[config.mk]
export PLATFORM = sky130hd
export DESIGN_NAME = wpf_ctrl
export DESIGN_NICKNAME = d
export VERILOG_FILES = /design/src/hdl/waypoint_path_follower_unit_macros.svh /design/src/hdl/wpf_pkg.sv /design/src/hdl/wpf_ctrl.sv
export SDC_FILE = /design/constraint.sdc
export NUM_CORES = 1
export LEC_CHECK = 0
export CAP_MARGIN = 10
export CORE_ASPECT_RATIO = 1.1
export CORE_MARGIN = 8
export CORE_UTILIZATION = 55
export CTS_BUF_LIST = sky130_fd_sc_hd__clkbuf_8 sky130_fd_sc_hd__clkbuf_16
export CTS_CLUSTER_DIAMETER = 50
export DETAILED_ROUTE_END_ITERATION = 10
export DONT_BUFFER_PORTS = 1
export GPL_TIMING_DRIVEN = 0
export PLACE_DENSITY = 0.74
export RECOVER_POWER = 100
export SETUP_SLACK_MARGIN = 0.2
export SLEW_MARGIN = 10
export SYNTH_ARGS = -nofsm -noshare
export SYNTH_HDL_FRONTEND = slang
export SYNTH_SLANG_ARGS = --single-unit
[constraint.sdc]
create_clock -name clock -period 3.2 [get_ports clock]
set_input_delay 0.8 -clock clock [delete_from_list [all_inputs] [get_ports clock]]
set_output_delay 0.8 -clock clock [all_outputs]
set_load 0.1 [all_outputs]
[src/hdl/waypoint_path_follower_unit_macros.svh]
// assertion macros for the waypoint path follower
`ifndef WAYPOINT_PATH_FOLLOWER_UNIT_MACROS_SVH
`define WAYPOINT_PATH_FOLLOWER_UNIT_MACROS_SVH

// same-cycle implication
`define WPF_ASSERT_IMPL(label, ante, cons) \
   label: assert property (@(posedge clock) disable iff (reset) (ante) |-> (cons)) \
      else $error("waypoint path follower check failed");

// next-cycle implication
`define WPF_ASSERT_NEXT(label, ante, cons) \
   label: assert property (@(posedge clock) disable iff (reset) (ante) |=> (cons)) \
      else $error("waypoint path follower check failed");

`endif

[src/hdl/wpf_pkg.sv]
// shared constants and types of the waypoint path follower
`default_nettype none
package wpf_pkg;

   localparam int MAX_POINTS = 16;
   localparam int IDX_W      = $clog2(MAX_POINTS);
   localparam int CNT_W      = $clog2(MAX_POINTS + 1);
   localparam int COORD_W    = 24;
   localparam int SPEED_W    = 20;
   localparam int DT_W       = 16;
   localparam int ACT_W      = 2;
   localparam int CSR_IDX_W  = 1;
   localparam int CSR_DATA_W = 20;
   localparam int WP_W       = 2 * COORD_W;

   localparam logic [ACT_W-1:0] ACT_LOAD  = 2'd0;
   localparam logic [ACT_W-1:0] ACT_START = 2'd1;
   localparam logic [ACT_W-1:0] ACT_TICK  = 2'd2;

   localparam logic [CSR_IDX_W-1:0] REG_POINTS = 1'd0;
   localparam logic [CSR_IDX_W-1:0] REG_SPEED  = 1'd1;

   localparam logic [31:0] GUESS_LO     = 32'd912680550;
   localparam logic [31:0] GUESS_HI     = 32'd644245094;
   localparam logic [35:0] THREE_Q30    = 36'h0_C000_0000;
   localparam logic [2:0]  NEWTON_LAST  = 3'd4;

   typedef enum logic [4:0] {
      OP_NOP, OP_LOAD, OP_STRD, OP_STSET, OP_SETDN, OP_RDP, OP_RDC, OP_DIF,
      OP_SQX, OP_SQY, OP_SUM, OP_NSHIFT, OP_GUESS, OP_VZERO, OP_NWSQ, OP_NWMY,
      OP_NWT, OP_NWMT, OP_NWY, OP_UX, OP_UY, OP_VX, OP_VY, OP_VW, OP_STX,
      OP_STY, OP_DTX, OP_DTY, OP_DTS, OP_UPD
   } op_type;

   typedef struct packed {
      op_type op;
      logic   capture;
      logic   rsp_load;
   } cmd_type;

   typedef struct packed {
      logic done;
      logic tgt_bad;
      logic m_zero;
      logic m_low;
      logic m_high;
   } status_type;

endpackage
`default_nettype wire

[src/hdl/wpf_ctrl.sv]
// sequencing state machine of the waypoint path follower
`default_nettype none
module wpf_ctrl (
   input  wire logic                      clock,
   input  wire logic                      reset,
   input  wire logic                      req_valid,
   output logic                           req_stall,
   input  wire logic [wpf_pkg::ACT_W-1:0] req_action,
   output logic                           rsp_valid,
   input  wire logic                      rsp_stall,
   input  wire wpf_pkg::status_type       status,
   output wpf_pkg::cmd_type               cmd
);
   import wpf_pkg::*;

   typedef enum logic [28:0] {
      S_IDLE  = 29'h0000001, S_LOAD  = 29'h0000002, S_STRD  = 29'h0000004,
      S_STSET = 29'h0000008, S_SETDN = 29'h0000010, S_RDP   = 29'h0000020,
      S_RDC   = 29'h0000040, S_DIF   = 29'h0000080, S_SQX   = 29'h0000100,
      S_SQY   = 29'h0000200, S_SUM   = 29'h0000400, S_NRM   = 29'h0000800,
      S_NWSQ  = 29'h0001000, S_NWMY  = 29'h0002000, S_NWT   = 29'h0004000,
      S_NWMT  = 29'h0008000, S_NWY   = 29'h0010000, S_UX    = 29'h0020000,
      S_UY    = 29'h0040000, S_VX    = 29'h0080000, S_VY    = 29'h0100000,
      S_VW    = 29'h0200000, S_STX   = 29'h0400000, S_STY   = 29'h0800000,
      S_DTX   = 29'h1000000, S_DTY   = 29'h2000000, S_DTS   = 29'h4000000,
      S_UPD   = 29'h8000000, S_OUT   = 29'h10000000
   } state_type;

   state_type  state_ff, state_in;
   logic [2:0] iter_ff, iter_in;
   logic       rsp_valid_ff, rsp_valid_in;

   assign req_stall = (state_ff != S_IDLE);
   assign rsp_valid = rsp_valid_ff;

   always_comb begin
      state_in     = state_ff;
      iter_in      = iter_ff;
      rsp_valid_in = rsp_valid_ff & rsp_stall;
      cmd.op       = OP_NOP;
      cmd.capture  = 1'b0;
      cmd.rsp_load = 1'b0;
      case (state_ff)
         S_IDLE: begin
            if (req_valid) begin
               cmd.capture = 1'b1;
               case (req_action)
                  ACT_LOAD:  state_in = S_LOAD;
                  ACT_START: state_in = S_STRD;
                  ACT_TICK: begin
                     if (status.done) begin
                        state_in = S_OUT;
                     end else if (status.tgt_bad) begin
                        state_in = S_SETDN;
                     end else begin
                        state_in = S_RDP;
                     end
                  end
                  default:   state_in = S_OUT;
               endcase
            end
         end
         S_LOAD:  begin cmd.op = OP_LOAD;  state_in = S_OUT;   end
         S_STRD:  begin cmd.op = OP_STRD;  state_in = S_STSET; end
         S_STSET: begin cmd.op = OP_STSET; state_in = S_OUT;   end
         S_SETDN: begin cmd.op = OP_SETDN; state_in = S_OUT;   end
         S_RDP:   begin cmd.op = OP_RDP;   state_in = S_RDC;   end
         S_RDC:   begin cmd.op = OP_RDC;   state_in = S_DIF;   end
         S_DIF:   begin cmd.op = OP_DIF;   state_in = S_SQX;   end
         S_SQX:   begin cmd.op = OP_SQX;   state_in = S_SQY;   end
         S_SQY:   begin cmd.op = OP_SQY;   state_in = S_SUM;   end
         S_SUM:   begin cmd.op = OP_SUM;   state_in = S_NRM;   end
         S_NRM: begin
            if (status.m_zero) begin
               cmd.op   = OP_VZERO;
               state_in = S_STX;
            end else if (!status.m_low && !status.m_high) begin
               cmd.op   = OP_GUESS;
               iter_in  = '0;
               state_in = S_NWSQ;
            end else begin
               cmd.op = OP_NSHIFT;
            end
         end
         S_NWSQ:  begin cmd.op = OP_NWSQ;  state_in = S_NWMY;  end
         S_NWMY:  begin cmd.op = OP_NWMY;  state_in = S_NWT;   end
         S_NWT:   begin cmd.op = OP_NWT;   state_in = S_NWMT;  end
         S_NWMT:  begin cmd.op = OP_NWMT;  state_in = S_NWY;   end
         S_NWY: begin
            cmd.op   = OP_NWY;
            iter_in  = iter_ff + 3'd1;
            state_in = (iter_ff == NEWTON_LAST) ? S_UX : S_NWSQ;
         end
         S_UX:    begin cmd.op = OP_UX;    state_in = S_UY;    end
         S_UY:    begin cmd.op = OP_UY;    state_in = S_VX;    end
         S_VX:    begin cmd.op = OP_VX;    state_in = S_VY;    end
         S_VY:    begin cmd.op = OP_VY;    state_in = S_VW;    end
         S_VW:    begin cmd.op = OP_VW;    state_in = S_STX;   end
         S_STX:   begin cmd.op = OP_STX;   state_in = S_STY;   end
         S_STY:   begin cmd.op = OP_STY;   state_in = S_DTX;   end
         S_DTX:   begin cmd.op = OP_DTX;   state_in = S_DTY;   end
         S_DTY:   begin cmd.op = OP_DTY;   state_in = S_DTS;   end
         S_DTS:   begin cmd.op = OP_DTS;   state_in = S_UPD;   end
         S_UPD:   begin cmd.op = OP_UPD;   state_in = S_OUT;   end
         S_OUT: begin
            if (!rsp_valid_ff || !rsp_stall) begin
               cmd.rsp_load = 1'b1;
               rsp_valid_in = 1'b1;
               state_in     = S_IDLE;
            end
         end
         default: state_in = S_IDLE;
      endcase
   end

   always_ff @(posedge clock) begin
      if (reset) begin
         state_ff     <= S_IDLE;
         iter_ff      <= '0;
         rsp_valid_ff <= 1'b0;
      end else begin
         state_ff     <= state_in;
         iter_ff      <= iter_in;
         rsp_valid_ff <= rsp_valid_in;
      end
   end

endmodule
`default_nettype wire

==> Yosys cells after proc, flatten, opt, wreduce, memory -nomap -nowiden <==
Index checks and enable logic that the tools add are counted.
{ "op_classes": {"n_reduce_logical": 11, "shifts": 0, "eq_ne": 38, "bitwise": 1, "mul": 0, "div_mod_pow": 0, "add_sub_neg": 1, "order_cmp": 0, "n_mux": 21} }
{ "op_table": {"columns": ["op", "count"], "rows": [
  ["$pmux 29 s26", 1],
  ["$mux 29", 5],
  ["$pmux 5 s27", 1],
  ["$pmux 29 s3", 1],
  ["$eq 29x1->1 const B", 1],
  ["$eq 29x10->1 const B", 1],
  ["$eq 29x11->1 const B", 1],
  ["$eq 29x12->1 const B", 1],
  ["$eq 29x13->1 const B", 1],
  ["$eq 29x14->1 const B", 1],
  ["$eq 29x15->1 const B", 1],
  ["$eq 29x16->1 const B", 1],
  ["$eq 29x17->1 const B", 1],
  ["$eq 29x18->1 const B", 1],
  ["$eq 29x19->1 const B", 1],
  ["$eq 29x2->1 const B", 1],
  ["$eq 29x20->1 const B", 1],
  ["$eq 29x21->1 const B", 1],
  ["$eq 29x22->1 const B", 1],
  ["$eq 29x23->1 const B", 1],
  ["$eq 29x24->1 const B", 1],
  ["$eq 29x25->1 const B", 1],
  ["$eq 29x26->1 const B", 1],
  ["$eq 29x27->1 const B", 1],
  ["other kinds (29)", 44]
]} }
{ "totals": {"rom_bits": 0, "n_memories": 0, "inputBits": 11, "out_inout_bits": 9, "register_bits": 33, "ram_bits": 0, "word_cells": 75, "latchBits": 0} }

==> Depth between registers and ports, before layout <==
Gate-level depths: netlist of the first run.
{ "logic_depth": {"depth_word": 5, "ltp_mapped": 7, "mapped_depth_nobuf": 6} }

==> Worst setup path before layout of the first run <==
Ideal clock, no wire load.
{ "synth_timing": {"path_type": "reg2out", "from": "reg state_ff[20]", "to": "out cmd[2] (netlist name)", "path_stages_with_launch": 6, "path_buffers": 1, "setup_slack_ns": -0.645, "t_arrival_ns": 3.045, "cell_sequence": "dfxtp_1 > buf_6 > nor4_4 > nand4_2 > or3_4 > o2111ai_1"} }
{ "synth_rtl": {"columns": ["element", "line_no", "rtl"], "rows": [
  ["start, declared", "wpf_ctrl.sv:29", "state_type state_ff, state_in;"],
  ["start signal, assigned", "wpf_ctrl.sv:122", "state_ff <= state_in;"],
  ["end, declared", "wpf_ctrl.sv:12", "output wpf_pkg::cmd_type cmd"]
]} }

==> results of run 1 <==
-- through the flow --
| stage | setup TNS [ps] | hold WS [ps] | cells | total power [mW] |
|---|---|---|---|---|
| floorplan | -11.2 | 450 | 252 | 0.592 |
| global placement | -742 | 472 | 304 | 0.624 |
| detailed placement | -783 | 470 | 304 | 0.625 |
| CTS | -645 | 481 | 341 | 0.974 |
| global route | -1560 | 519 | 348 | 1.02 |
| finish | -1230 | 479 | 348 | 0.990 |
-- critical path: cells and delay by family, from the launching register on --
| family | cells | cell delay (ps) |
|---|---|---|
| AND/OR/NAND/NOR | 4 | 1410 |
| flip-flops | 1 | 320 |
| buffers and inverters | 2 | 310 |
| AO/OA/AOI/OAI | 1 | 340 |
-- cell type report --
cell class,count,share of cell area [%]
Multi-Input combinational cell,201,57.1
Buffer,7,2.36
Timing Repair Buffer,36,10.3
Tap cell,52,2.28
Sequential cell,33,23.4
Clock inverter,3,0.482
Inverter,11,1.71
Clock buffer,5,2.41
-- power groups by stage --
stage               combinational (mW)  clock (mW)  sequential [mW]
finish                           0.259       0.305            0.426
global route                     0.274       0.325            0.426
CTS                              0.241       0.308            0.425
detailed placement               0.191           0            0.434
global placement                 0.190           0            0.434
floorplan                        0.160           0            0.433
-- cell families (layout without fill, tap and decap cells) --
family / Yosys count / in the layout / share of synthesized area, %
AND/OR/NAND/NOR: 152 / 152 / 46.8
AO/OA/AOI/OAI: 36 / 36 / 12.5
XOR/XNOR: 11 / 11 / 4.43
flip-flops: 33 / 33 / 30.4
adder cells (fa/ha/maj): 2 / 2 / 1.15
buffers and inverters: 18 / 62 / 4.72
-- synthesized netlist by cell type, drive strengths merged, types with 2 or more instances --
library cell and instances:
nor2 27, xnor2 7, dfxtp 33, nand2 16, o211ai 2, nand4 10
or3 6, or4 6, o21ai 6, nor3 16, a32oi 2, and4 3
or2 7, inv 11, nand3 12, nor2b 2, a21oi 10, a211oi 4
buf 7, and3 3, ha 2, nor3b 3, or4b 2, o2111ai 3
nand3b 2, nand2b 8, nor4 17, nor4b 8, xor2 4
-- sequential cells by signal, summed over array words and instances, names as in the netlist --
| name | flops |
|---|---|
| iter_ff | 3 |
| rsp_valid | 1 |
| state_ff | 29 |
-- layer usage --
| metal | routed length [um] | part of all wire [%] | GRT usage (%) |
|---|---|---|---|
| met5 | 0 | 0 | 0 |
| met4 | 306 | 4.6 | 13.3 |
| met3 | 499 | 7.5 | 5.47 |
| met2 | 3310 | 49 | 39.0 |
| met1 | 2580 | 39 | 23.6 |
-- timing repair --
action	4_1_cts	5_1_grt
resized for setup	40	5
hold endpoints to repair	0	0
buffers inserted	29	7
pin swaps	23	13
endpoints found under the setup margin	8	8
-- worst paths after layout --
check	endpoint	slack, ps
worst max-delay path	cmd[3]	-290
worst min-delay path	state_ff[17]	480
worst max register to register	state_ff[4]	600
worst min register to register	state_ff[17]	480
==> results_dict.tcl, run 1 <==
set metrics [dict create \
    die-width_um 75.9 \
    clock_power_share_pct 30.8 \
    timing.critical_path.to_type "primary output" \
    drt-pass1-iter-count 5 \
    drive_above_1_share_pct 36.5 \
    drt_iter0_drc 179 \
    rows 24 \
    route.detailed.wl_per_inst_um 19.2 \
    timing.critical_path.fanout_max 3 \
    setup.worst_path.class "reg -> out" \
    crit_path_cell_trace "buf_6 -> nor4_4 -> buf_4 -> nand4_1 -> or3_4 -> or4b_4 -> o2111ai_4" \
    combined_area_of_all_synthesized_cells_um2 2170 \
    tritoncts.num_buffers 5 \
    power-per-cell-area_nw_per_um2 347 \
    number_of_global_route_vias_before_repair 2213 \
    cp-start-kind "flop" \
    hold_depth 2 \
    synth_ff_type "sky130_fd_sc_hd__dfxtp_1" \
    maxCapViolations 0 \
    synth_cells 252 \
    fraction_of_registers_with_async_set_or_reset_after_synthesis_pct 0 \
    synth-warning-count 0 \
    dieArea_um2 6220 \
    power.share.sequential_pct 43.0 \
    delay_of_the_slowest_cell_on_the_worst_path_ps 530 \
    synth_seq_area_share_pct 30.4 \
    synthDominantCellAreaShare_pct 30.4 \
    switching_share_pct 34.0 \
    cts_hold_repair.buffers 0 \
    multi_input_comb_area_um2 1630 \
    finalSetupViolations 8 \
    synth_top_cell_by_area "sky130_fd_sc_hd__dfxtp_1" \
    die_height_um 81.9 \
    io-pin-count 20 \
    clk_pin_slew_worst_paths_ps 70 \
    final_period_minus_worst_setup_slack_ps 3490 \
    max-vdd-ir-drop_mv 0.327 \
    globalRoute.totalOverflow 0 \
    timing.slew.headroom_pct 28.8 \
    share_comb_of_total_power_pct 26.2 \
    io_buffers 0 \
    tritoncts "built" \
    syn_avg_cell_area_um2 8.62 \
    placed_cell_area_um2 2300 \
    dp_worst_setup_slack_ps -245 \
    crit_arrival_ps 2690 \
    holdCritStartpoint "iter_ff[2]" \
    synth.ff_latch_count 33 \
    post_drt_via_cell_ratio 6.45 \
    wl_um 6700 \
    synth_enable_flop_cells 0 \
    report.final.hold_viol_count 0 \
    gp_routability_congestion 0.943 \
    initial_utilization_pct 56.1 \
    critical_path.slowest_cell "sky130_fd_sc_hd__or4b_4" \
    outcome "complete, but fails checks" \
    drtAntennaViolNets 0 \
    timing_worst_slew_pin_value_ps 1070 \
    flow.area_growth_from_synthesis_pct 31.5 \
    post-route-util_pct 73.8 \
    grt_max_degree 11 \
    antenna_cells_inserted 0 \
    clock_skew_ps 6.90 \
    synthesis.nets 265 \
    final_critical_path_setup_slack_ps -289 \
    p_leak_nw 1.05 \
    place_hpwl_um 4280 \
    mostFrequentLayoutCells "33 x sky130_fd_sc_hd__buf_4, 27 x sky130_fd_sc_hd__dfxtp_1, 25 x sky130_fd_sc_hd__nor2_1" \
    fmax_mhz 287 \
    synthTopCellsByArea "sky130_fd_sc_hd__dfxtp_1 30%, sky130_fd_sc_hd__nor4_4 5.9%, sky130_fd_sc_hd__nor2_1 4.7%" \
    timing.reg2reg.worst_path_depth 10 \
    violated_checks "negative setup slack" \
    antenna_found_initial 0 \
    floorplan.core_area_um2 3870 \
    internal-power_mw 0.653 \
    drv_slew 0 \
    cts_num_sinks 33 \
    fin_crit_share_pct 109 \
    nFillCells 270 \
    synth.lib_cells_used.distinct 57 \
    min_path_type "reg -> reg" \
    layout.cells.most_common "sky130_fd_sc_hd__buf_4" \
    critical_path.startpoint "state_ff[20]" \
    drc_errors 0 \
    nets 308 \
    p_sw_mw 0.337 \
    buffer_levels_on_the_longest_clock_path 2 \
    rr_startpoint "state_ff[19]" \
    final_cell_area_um2 2860 \
    setup_repair_after_global_routing_missed_its_margin "true" \
    global_route_wire_length_before_repair_um 10900 \
    clk_root_buf "sky130_fd_sc_hd__clkbuf_8" \
    layout.area.seq_um2 668 \
    clkLatencyLatePin_ps 300 \
    critical_path_required_ps 2400 \
    cts.htree.levels 2 \
    via_count 2245 \
    groute.usage.overall_pct 22.0 \
]
Power figures use the tool's default switching activity.
==> run 2: changes to the inputs <==
Settings changed: CTS_CLUSTER_DIAMETER 50 to 30.
Clock period 3.2 ns to 4.2 ns, I/O delays scaled along.
==> results_dict.tcl, run 2 (synthesized netlist as in run 1, its figures left out) <==
set metrics [dict create \
    floorplan.core_area_um2 3870 \
    crit_path_cell_trace "buf_6 -> nor4_4 -> nand4_1 -> or4_1 -> a21oi_2 -> a2111oi_0 -> nand3_2" \
    place_hpwl_um 4190 \
    antenna_found_initial 0 \
    tritoncts.num_buffers 5 \
    post_drt_via_cell_ratio 6.34 \
    timing.critical_path.to_type "primary output" \
    groute.usage.overall_pct 17.8 \
    p_leak_nw 0.838 \
    timing.slew.headroom_pct 21.3 \
    hold_depth 2 \
    p_sw_mw 0.225 \
    number_of_global_route_vias_before_repair 1840 \
    report.power.total_mw 0.706 \
    die-width_um 75.9 \
    crit_arrival_ps 2880 \
    power.share.sequential_pct 45.9 \
    regMostFlops "state_ff" \
    clock_skew_ps 3.44 \
    critical_path.reg2reg.endpoint "state_ff[4]" \
    drive_above_1_share_pct 15.4 \
    max-vdd-ir-drop_mv 0.262 \
    clk_root_buf "sky130_fd_sc_hd__clkbuf_8" \
    timing.setup.tns_ps 0 \
    drv_slew 0 \
    io_buffers 0 \
    tritoncts "built" \
    antenna_cells_inserted 0 \
    critical_path.slowest_cell "sky130_fd_sc_hd__or4_1" \
    initial_utilization_pct 56.1 \
    maxCapViolations 0 \
    setup.worst_path.class "reg -> out" \
    clk_pin_slew_worst_paths_ps 60 \
    die_height_um 81.9 \
    finalSetupViolations 0 \
    switching_share_pct 31.8 \
    mostFrequentLayoutCells "33 x sky130_fd_sc_hd__dfxtp_1, 27 x sky130_fd_sc_hd__nor2_1, 16 x sky130_fd_sc_hd__nand2_1" \
    cp-start-kind "flop" \
    setup_repair_after_global_routing_missed_its_margin "false" \
    via_count 1979 \
    min_path_type "reg -> reg" \
    clock_power_share_pct 34.1 \
    critical_path_required_ps 3150 \
    drt_iter0_drc 170 \
    nets 273 \
    nFillCells 335 \
    share_comb_of_total_power_pct 20.0 \
    route.detailed.wl_per_inst_um 17.6 \
    timing.critical_path.fanout_max 9 \
    wl_um 5500 \
    buffer_levels_on_the_longest_clock_path 2 \
    timing.reg2reg.worst_path_depth 7 \
    drc_errors 0 \
    report.final.hold_viol_count 0 \
    cts_num_sinks 33 \
    globalRoute.totalOverflow 0 \
    timing.reg2reg.setup_slack_ps 920 \
    final_period_minus_worst_setup_slack_ps 3930 \
    placed_cell_area_um2 2250 \
    grt_max_degree 11 \
    delay_of_the_slowest_cell_on_the_worst_path_ps 630 \
    outcome "complete, no violations" \
    rr_startpoint "state_ff[21]" \
    min_to "state_ff[17]" \
    io-pin-count 20 \
    final_cell_area_um2 2360 \
    drtAntennaViolNets 0 \
    gp_routability_congestion 0.938 \
    holdCritStartpoint "iter_ff[2]" \
    rows 24 \
    fin_crit_share_pct 93.5 \
    cts.htree.levels 2 \
    timing_worst_slew_pin_value_ps 1180 \
    largest_reg_flops 29 \
    dieArea_um2 6220 \
    internal-power_mw 0.482 \
    drt-pass1-iter-count 4 \
    clkLatencyLatePin_ps 290 \
    fmax_mhz 255 \
    global_route_wire_length_before_repair_um 8760 \
    power-per-cell-area_nw_per_um2 299 \
    flow.area_growth_from_synthesis_pct 8.81 \
    layout.cells.most_common "sky130_fd_sc_hd__dfxtp_1" \
]
-- run 2: changes by cell type in the layout (fill, tap and decap cells not counted), sizes merged --
| cell | delta |
|---|---|
| buf | -36 |
| clkbuf | +2 |
| clkinv | -2 |
| clkinvlp | -1 |
| inv | +1 |
-- run 2: layout make-up --
cell class / count / area [um2] / area share (%)
flip-flops and latches: 33 / 661 / 27.9
inverters: 11 / 45.0 / 1.90
well taps: 52 / 65.1 / 2.75
repair buffers: 1 / 7.51 / 0.317
plain buffers: 7 / 53.8 / 2.28
clock buffers: 6 / 82.6 / 3.49
multi-input cells: 201 / 1450 / 61.2
clock inverters: 1 / 3.75 / 0.159
-- run 2: through the flow --
stage,hold WS (ps),setup WS [ps],utilization [%],cells
2_1_floorplan,450,302,-,252
3_3_place_gp,467,131,58.1,304
3_5_place_dp,470,344,58.2,304
4_1_cts,478,206,60.6,311
5_1_grt,501,118,61.0,312
6_report,477,275,61.0,312
-- run 2: power by group through the flow --
stage | combinational [mW] | sequential (mW) | clock [mW]
floorplan | 0.120 | 0.329 | 0
global placement | 0.143 | 0.331 | 0
detailed placement | 0.143 | 0.331 | 0
CTS | 0.144 | 0.324 | 0.245
global route | 0.151 | 0.325 | 0.256
finish | 0.141 | 0.324 | 0.241
-- run 2: layer usage --
| layer | vias to the layer above | global-route usage [%] | wire [um] |
|---|---|---|---|
| met4 | 0 | 13.1 | 210 |
| met1 | 930 | 19.7 | 2370 |
| met3 | 20 | 4.38 | 271 |
| li1 | 969 | - | - |
| met5 | - | 0 | 0 |
| met2 | 60 | 29.9 | 2650 |
-- run 2: worst max-delay path by stage --
stage            startpoint     end
5_1_grt        state_ff[21]  cmd[2]
6_report       state_ff[21]  cmd[4]
2_1_floorplan  state_ff[17]  cmd[0]
3_3_place_gp   state_ff[17]  cmd[0]
4_1_cts        state_ff[20]  cmd[3]
3_5_place_dp   state_ff[20]  cmd[4]
-- run 2: critical path, delay by kind of cell, from the launching register on --
family	cells	cell delay, ps
and+or+nand+nor	4	1860
DFF	1	310
AOI/OAI and AO/OA	2	280
buffers and inverters	1	130
-- run 2: what timing repair did --
item	CTS	global route
buffers inserted	0	1
setup endpoints to repair	2	6
hold buffers	0	0
pin swaps	0	2
endpoints found under the hold margin	0	0
resized for setup	2	7
